===== src/rtl/fdp_pkg.sv =====
`default_nettype none

package fdp_pkg;

  localparam int BYTE_W        = 8;
  localparam int ANGLE_W       = 40;
  localparam int HDR_W         = 4;
  localparam int APB_ADDR_W    = 3;
  localparam int APB_DATA_W    = 32;
  localparam int PAYLOAD_MAX   = 8;

  localparam int FRAME_LENGTH_DEF = 15;
  localparam int FRAC_DIGITS_DEF  = 4;

  localparam logic [HDR_W-1:0]   HEADER_LENGTH_RESET = 4'd6;
  localparam logic [ANGLE_W-1:0] VALUE_MAX = 40'hFF_FFFF_FFFF;

  localparam logic [BYTE_W-1:0] CH_LF    = 8'h0A;
  localparam logic [BYTE_W-1:0] CH_CR    = 8'h0D;
  localparam logic [BYTE_W-1:0] CH_POINT = 8'h2E;
  localparam logic [BYTE_W-1:0] CH_ZERO  = 8'h30;
  localparam logic [BYTE_W-1:0] CH_NINE  = 8'h39;

  // register index taken from paddr[2]
  localparam logic REG_HEADER_LENGTH = 1'b0;

  typedef struct packed {
    logic [ANGLE_W-1:0] angle_value;
    logic               malformed;
  } fdp_result_t;

  function automatic longint unsigned pow10(input int n);
    longint unsigned p;
    p = 64'd1;
    for (int i = 0; i < n; i++) begin
      p = p * 64'd10;
    end
    return p;
  endfunction

endpackage

`default_nettype wire


===== src/rtl/framed_ascii_decimal_parser.sv =====
`default_nettype none

// Channel   Direction  Handshake          Word
// input     in         in_valid/in_stall  rx_byte
// output    out        out_valid/out_stall angle_value, malformed
// config    in         APB write/read     header_length at address 0
//
// One byte per cycle sustained unless a stalled result holds a CR; a byte
// is folded into the frame state at the edge it leaves the input register.
// A result enters the output register at the edge its carriage return
// leaves the input register. While a result waits stalled, other bytes keep
// flowing; only a carriage return inside a frame is held back. Reset is
// synchronous; it resets control, frame and config state, not data registers.

module framed_ascii_decimal_parser import fdp_pkg::*; #(
  parameter int FRAME_LENGTH = FRAME_LENGTH_DEF,
  parameter int FRAC_DIGITS  = FRAC_DIGITS_DEF
) (
  input  wire logic                  clk,
  input  wire logic                  rst,
  input  wire logic                  in_valid,
  output logic                       in_stall,
  input  wire logic [BYTE_W-1:0]     rx_byte,
  output logic                       out_valid,
  input  wire logic                  out_stall,
  output logic [ANGLE_W-1:0]         angle_value,
  output logic                       malformed,
  input  wire logic                  psel,
  input  wire logic                  penable,
  input  wire logic                  pwrite,
  input  wire logic [APB_ADDR_W-1:0] paddr,
  input  wire logic [APB_DATA_W-1:0] pwdata,
  output logic [APB_DATA_W-1:0]      prdata,
  output logic                       pready
);

  logic              hold_valid;
  logic [BYTE_W-1:0] hold_byte;
  logic [HDR_W-1:0]  header_length;
  logic              emits;
  logic              blocked;
  logic              advance;
  fdp_result_t       result;

  assign pready = 1'b1;

  always_ff @(posedge clk) begin
    if (rst) begin
      header_length <= HEADER_LENGTH_RESET;
    end else if (psel && penable && pwrite && paddr[2] == REG_HEADER_LENGTH) begin
      header_length <= pwdata[HDR_W-1:0];
    end
  end

  always_comb begin
    prdata = '0;
    if (paddr[2] == REG_HEADER_LENGTH) begin
      prdata = APB_DATA_W'(header_length);
    end
  end

  assign blocked  = out_valid && out_stall;
  assign advance  = hold_valid && (!emits || !blocked);
  assign in_stall = hold_valid && !advance;

  always_ff @(posedge clk) begin
    if (rst) begin
      hold_valid <= 1'b0;
    end else if (!in_stall) begin
      hold_valid <= in_valid;
    end
  end

  always_ff @(posedge clk) begin
    if (!in_stall && in_valid) begin
      hold_byte <= rx_byte;
    end
  end

  fdp_core #(
    .FRAME_LENGTH (FRAME_LENGTH),
    .FRAC_DIGITS  (FRAC_DIGITS)
  ) u_core (
    .clk           (clk),
    .rst           (rst),
    .step          (advance),
    .rx_byte       (hold_byte),
    .header_length (header_length),
    .emits         (emits),
    .result        (result)
  );

  always_ff @(posedge clk) begin
    if (rst) begin
      out_valid <= 1'b0;
    end else if (advance && emits) begin
      out_valid <= 1'b1;
    end else if (!out_stall) begin
      out_valid <= 1'b0;
    end
  end

  always_ff @(posedge clk) begin
    if (advance && emits) begin
      angle_value <= result.angle_value;
      malformed   <= result.malformed;
    end
  end

endmodule

`default_nettype wire


===== src/rtl/fdp_core.sv =====
`default_nettype none

module fdp_core import fdp_pkg::*; #(
  parameter int FRAME_LENGTH = FRAME_LENGTH_DEF,
  parameter int FRAC_DIGITS  = FRAC_DIGITS_DEF
) (
  input  wire logic              clk,
  input  wire logic              rst,
  input  wire logic              step,
  input  wire logic [BYTE_W-1:0] rx_byte,
  input  wire logic [HDR_W-1:0]  header_length,
  output logic                   emits,
  output fdp_result_t            result
);

  localparam int P_W   = $clog2(FRAME_LENGTH);
  localparam int VAL_W = $clog2(pow10(PAYLOAD_MAX + FRAC_DIGITS));
  localparam int CNT_W = $clog2(FRAC_DIGITS + 1);
  localparam int CMP_W = (VAL_W > ANGLE_W) ? VAL_W : ANGLE_W;

  // weight of an integer digit in the fixed-point value
  localparam logic [VAL_W-1:0] INT_SCALE = VAL_W'(pow10(FRAC_DIGITS));

  logic             in_frame,       in_frame_next;
  logic [P_W-1:0]   frame_position, frame_position_next;
  logic [VAL_W-1:0] value,          value_next;
  logic [CNT_W-1:0] frac_count,     frac_count_next;
  logic             point_seen,     point_seen_next;
  logic             error_seen,     error_seen_next;

  logic [VAL_W-1:0] frac_scale [FRAC_DIGITS];
  logic [VAL_W-1:0] scale;
  logic [3:0]       digit;
  logic             is_digit;
  logic [P_W:0]     pos_ext;
  logic [P_W:0]     hdr_ext;

  // weight of the next fractional digit
  for (genvar g = 0; g < FRAC_DIGITS; g++) begin : g_scale
    assign frac_scale[g] = VAL_W'(pow10(FRAC_DIGITS - 1 - g));
  end

  always_comb begin
    scale = '0;
    for (int i = 0; i < FRAC_DIGITS; i++) begin
      if (frac_count == CNT_W'(i)) begin
        scale = frac_scale[i];
      end
    end
  end

  assign digit    = rx_byte[3:0];
  assign is_digit = (rx_byte >= CH_ZERO) && (rx_byte <= CH_NINE);
  assign pos_ext  = {1'b0, frame_position};
  assign hdr_ext  = (P_W+1)'(header_length);
  assign emits    = in_frame && (rx_byte == CH_CR);

  always_comb begin
    if (CMP_W'(value) > CMP_W'(VALUE_MAX)) begin
      result.angle_value = VALUE_MAX;
    end else begin
      result.angle_value = ANGLE_W'(value);
    end
    result.malformed = error_seen;
  end

  always_comb begin
    in_frame_next       = in_frame;
    frame_position_next = frame_position;
    value_next          = value;
    frac_count_next     = frac_count;
    point_seen_next     = point_seen;
    error_seen_next     = error_seen;
    if (rx_byte == CH_LF || rx_byte == CH_CR) begin
      in_frame_next       = (rx_byte == CH_LF);
      frame_position_next = '0;
      value_next          = '0;
      frac_count_next     = '0;
      point_seen_next     = 1'b0;
      error_seen_next     = 1'b0;
    end else if (in_frame && !error_seen) begin
      if (frame_position >= P_W'(FRAME_LENGTH - 1)) begin
        error_seen_next = 1'b1;
      end else if (pos_ext < hdr_ext) begin
        frame_position_next = frame_position + P_W'(1);
      end else if (pos_ext >= hdr_ext + (P_W+1)'(PAYLOAD_MAX)) begin
        error_seen_next = 1'b1;
      end else begin
        frame_position_next = frame_position + P_W'(1);
        if (rx_byte == CH_POINT) begin
          if (point_seen) begin
            error_seen_next = 1'b1;
          end else begin
            point_seen_next = 1'b1;
          end
        end else if (is_digit) begin
          if (!point_seen) begin
            value_next = (value << 3) + (value << 1) + VAL_W'(INT_SCALE * VAL_W'(digit));
          end else if (frac_count < CNT_W'(FRAC_DIGITS)) begin
            value_next      = value + VAL_W'(scale * VAL_W'(digit));
            frac_count_next = frac_count + CNT_W'(1);
          end
        end else begin
          error_seen_next = 1'b1;
        end
      end
    end
  end

  always_ff @(posedge clk) begin
    if (rst) begin
      in_frame       <= 1'b0;
      frame_position <= '0;
      value          <= '0;
      frac_count     <= '0;
      point_seen     <= 1'b0;
      error_seen     <= 1'b0;
    end else if (step) begin
      in_frame       <= in_frame_next;
      frame_position <= frame_position_next;
      value          <= value_next;
      frac_count     <= frac_count_next;
      point_seen     <= point_seen_next;
      error_seen     <= error_seen_next;
    end
  end

endmodule

`default_nettype wire

===== config.mk =====
export PLATFORM = sky130hd
export DESIGN_NAME = framed_ascii_decimal_parser
export DESIGN_NICKNAME = d
export VERILOG_FILES = /design/src/rtl/fdp_pkg.sv /design/src/rtl/framed_ascii_decimal_parser.sv /design/src/rtl/fdp_core.sv
export SDC_FILE = /design/constraint.sdc
export NUM_CORES = 1
export LEC_CHECK = 0
export ABC_AREA = 1
export BUFFER_PORTS_ARGS = -buffer_cell sky130_fd_sc_hd__buf_4
export CAP_MARGIN = 20
export CORE_ASPECT_RATIO = 2
export CORE_MARGIN = 2
export CORE_UTILIZATION = 55
export CTS_BUF_LIST = sky130_fd_sc_hd__clkbuf_2 sky130_fd_sc_hd__clkbuf_4 sky130_fd_sc_hd__clkbuf_8
export CTS_CLUSTER_DIAMETER = 150
export CTS_CLUSTER_SIZE = 30
export DETAILED_ROUTE_END_ITERATION = 16
export PLACE_DENSITY = 0.76
export SETUP_SLACK_MARGIN = 0.15
export SLEW_MARGIN = 20
export SYNTH_ARGS = -nofsm -noshare
export SYNTH_HDL_FRONTEND = slang
export SYNTH_SLANG_ARGS = --single-unit
export TNS_END_PERCENT = 10

===== constraint.sdc =====
create_clock -name clk -period 13.9 [get_ports clk]
set_input_delay 3.475 -clock clk [delete_from_list [all_inputs] [get_ports clk]]
set_output_delay 3.475 -clock clk [all_outputs]
set_load 0.01 [all_outputs]

Yosys cells after proc, flatten, opt, wreduce, memory -nomap -nowiden. Cells that the tools add are included.

Logic and storage cells: 118. Output and inout bits: 76. Input bits: 50. Flip-flop bits (word level): 105.

$mul: 2. Reductions and logical operators: 30. Muxes and demuxes: 44. Bitwise gates (word level): 1. Add/subtract/negate cells: 6. Equal/unequal tests: 16. Magnitude comparators: 7.

Operators by type and width (count): 2-to-1 mux 40 bit (12); adder 40 bit (2); adder 40 x 18 -> 40 bit (1); greater-than comparator 40 bit (second input constant) (1); multiplier 40 x 4 -> 40 bit (1); 2-to-1 mux 3 bit (9); 2-to-1 mux 4 bit (6); == test 8 x 4 -> 1 bit (second input constant) (2); 2-to-1 mux 1 bit (16); multiplier 10 x 4 -> 14 bit (first input constant) (1); logical AND 1 bit (11); 2-to-1 mux 10 bit (1); inequality test 2 x 1 -> 1 bit (second input constant) (5); nonzero test 2 bit (5); AND reduction 9 bit (1); == test 8 x 6 -> 1 bit (second input constant) (1); >= comparator 8 x 6 -> 1 bit (second input constant) (1); <= comparator 8 x 6 -> 1 bit (second input constant) (1); AND reduction 8 bit (1); == test 3 x 2 -> 1 bit (second input constant) (2); inequality test 3 x 1 -> 1 bit (second input constant) (2); AND reduction 6 bit (1); adder 4 x 4 -> 5 bit (second input constant) (1); >= comparator 4 x 5 -> 1 bit (1); other kinds (16) (21).

Depth between registers and ports, before layout.
Word-level depth: 16. Mapped depth: 29. Gate-level depth less buffers: 29.

By module. From an unflattened synthesis, not the netlist that was laid out.

Cells, all modules: 1638. Area total of the unflattened synthesis: 11068.1 µm².

Modules (own cells, without submodules): fdp_core (instances 1, cells an instance 1503, area each 9027.4 µm²); framed_ascii_decimal_parser (instances 1, cells an instance 135, area each 2040.7 µm²).

Worst setup path after synthesis. OpenSTA, ideal clock, no wires.

Kind: input port to output port. From: input out_stall. To: output in_stall. Arrival time: 3978 ps. Path slack: 6447 ps. Cell stages on the path: 6. Data required time: 10425 ps. Path buffers: 0. Path through: nand2_1 > nor2_1 > inv_1 > nor2_1 > inv_1 > nor2_1.

Cells in the longest elaborated chain, start to end: 6.

Ends and longest elaborated chain: start, declared (line framed_ascii_decimal_parser.sv:25) `input wire logic out_stall,`; logical AND 1 bit (line framed_ascii_decimal_parser.sv:62) `assign blocked = out_valid && out_stall;`; logical NOT 1 bit (line framed_ascii_decimal_parser.sv:63) `assign advance = hold_valid && (!emits || !blocked);`; logical OR 1 bit (line framed_ascii_decimal_parser.sv:63); logical AND 1 bit (line framed_ascii_decimal_parser.sv:63); logical NOT 1 bit (line framed_ascii_decimal_parser.sv:64) `assign in_stall = hold_valid && !advance;`; logical AND 1 bit (line framed_ascii_decimal_parser.sv:64); end, declared (line framed_ascii_decimal_parser.sv:22) `output logic in_stall,`.

No other way between the ends.

Worst setup path in the final report. Ends and elaborated chain as after synthesis.

==> results.ini <==
[run]
drv_cap=0

[synthesis]
netlist_area_um2=11100
yosysSeqAreaShare_pct=23.4
synthFlopType=dfxtp_1
yosysWarningCount=0
synth_seq_cells=105
netlist_instances=1658
avgSynthCellArea_um2=6.68
synth-edff-count=49
async_reset_ff_share_pct=0
ys_types=46

[worst_setup_path]
rrSetupSlack_ps=8190
cp-start-kind=input port
crit_arrival_ps=4210
critPathCapture=in_stall
cp_max_fo=2
reg2regPathDepth=24
endpoint_kind=output port
r2r-start=hold_byte[2]$_DFFE_PP_
crit_start=out_stall
cp.required_ps=10430
r2r-end=u_core.value[18]$_SDFFE_PP0P_
crit_type=in -> out

[clock_network]
clock_latency_ps=430
clk_pin_slew_ps=110
cts_tree=yes
clockBufferDepth=2
ctsResizeCount=0
ctsRootBufferMaster=clkbuf_8
cts_hold_buffers=0
cts_num_sinks=105
cts_setup_buffers=0
cts_max_level=3
numCtsBuffers=9

[global_route]
overflow=0
grt_pass1_vias=10700
grt_pass1_wl_um=53400
grt_max_degree=48
grt_antenna_before_repair=0
grt_use_total_pct=33.0

[power_and_ir_drop]
ir_drop_v=0.0000774
power.density_nw_per_um2=66.1
p_leak_nw=5.91

[cells_and_area]
mostFrequentLayoutCell=nand2_1
nets=1881
area_growth_pct=6.07
drive_above_1_share_pct=6.38
diodes=0
final_cell_mix=nand2_1, inv_1, nand3_1

[place]
hpwl_um=27900
dp_slack_ps=6200
portBuffers=66
place_congestion=0.995

[detailed_routing]
vias=10500
drt-wirelength-per-cell_um=17.5
vias_per_cell=5.43
first_pass_iters=7
remaining_drc_errors=0
first_iter_violations=528
ant_nets=0
drt-total-wl_um=33900

[floorplan]
fp.dieW_um=104
die_h_um=205
initial_utilization_pct=55.9
die_area_um2=21400
core_area_um2=19800
fp-row-count=73
pin_count=126

[sta]
timing.setup.tns_ps=0
hold_viol=0
fin_crit_ps=7690
clock.fmax_mhz=130
fin_worst_skew_ps=15.0
relSlewSlack_pct=32.0
slew_viol_final=0
tightestPinTransition_ps=1010
fin_worst_hold_slack_ps=479
fin_ws_ps=6210
rsz0062_at_grt=no
setup_viol=0
fin_crit_sh_pct=55.3

[run_status]
status=finished clean

[min_path]
min_path_type=reg -> reg

==> kinds of logic (layout without fill, tap and decap cells) <==
kind of cell | after synthesis | after routing | share of synthesized area (%)
simple gates | 792 | 792 | 30.4
buf+inv | 395 | 386 | 14.7
fa+ha+maj | 160 | 160 | 20.9
xor+xnor | 15 | 15 | 1.19
compound gates | 189 | 189 | 9.27
other cells | 2 | 29 | 0.0678
flops | 105 | 105 | 23.4
==> how the worst min path moves through the flow <==
stage	slack [ps]	depth (start not counted)	start	end
3_5_place_dp	450	0	u_core.value[9]$_SDFFE_PP0P_	angle_value[9]$_SDFFCE_PN1P_
6_report	480	0	u_core.value[9]$_SDFFE_PP0P_	angle_value[9]$_SDFFCE_PN1P_
2_1_floorplan	440	2	u_core.in_frame$_SDFFE_PP0P_	u_core.in_frame$_SDFFE_PP0P_
5_1_grt	490	0	u_core.value[11]$_SDFFE_PP0P_	angle_value[11]$_SDFFCE_PN1P_
3_3_place_gp	440	0	u_core.value[9]$_SDFFE_PP0P_	angle_value[9]$_SDFFCE_PN1P_
4_1_cts	480	0	u_core.value[9]$_SDFFE_PP0P_	angle_value[9]$_SDFFCE_PN1P_
==> metrics by stage <==
step                      instances  cell area (µm²)  power (mW)  utilization [%]
after floorplan                1685            11200       0.511                -
after global placement         1922            11500       0.565             58.2
after CTS                      1938            11700       0.778             59.3
after detailed placement       1922            11500       0.570             58.2
final                          1938            11700       0.777             59.3
after global routing           1938            11700       0.823             59.3
==> flip-flops by register name, indices dropped and copies added, names as in the netlist <==
signal	count
hold_byte	8
out_valid	1
hold_valid	1
u_core.in_frame	1
angle_value	40
u_core.error_seen	1
u_core.value	40
u_core.frame_position	4
u_core.point_seen	1
u_core.frac_count	3
malformed	1
header_length	4
==> worst max-delay path, stage by stage <==
cell	delay, ps
buf_4	80
nand2_1	40
nor2_1	80
inv_1	60
nor2_1	130
inv_1	50
nor2_1	140
buf_4	150
==> report_power, final <==
group	switching [mW]	internal, mW
combinational	0.158	0.0802
clock	0.123	0.0869
sequential	0.00485	0.323
==> routing by layer <==
metal,vias to the layer above,track usage (%),part of all wire [%]
li1,5196,-,-
met1,4787,26.7,30
met2,359,62.8,53
met3,173,4.14,3.7
met4,0,36.7,13
met5,-,0,0
==> cell usage after synthesis (6+ instances only) <==
cell type	n	area, µm²
inv_1	298	1120
xnor2_1	6	52.6
o211ai_1	8	60.1
ha_1	118	1480
nor3_1	21	105
nand3_1	140	701
or2_2	10	62.6
nand4_1	20	125
clkbuf_1	55	206
buf_4	30	225
xor2_1	9	78.8
fa_1	42	841
buf_2	6	30.0
edfxtp_1	49	1470
nand2_1	434	1630
nor2_1	139	522
o21bai_1	6	45.0
a21oi_1	115	576
dfxtp_1	56	1120
o21ai_0	48	240
nand3b_1	11	82.6
==> cell type report <==
| type | instances | area [µm²] |
|---|---|---|
| clock buffers | 9 | 124 |
| clock inverters | 7 | 86.3 |
| fillers | 1968 | 8080 |
| inverters | 300 | 1130 |
| multi-input cells | 1185 | 6960 |
| flip-flops and latches | 105 | 2590 |
| well taps | 262 | 328 |
| repair buffers | 70 | 526 |
Power figures use the tool's default switching activity.
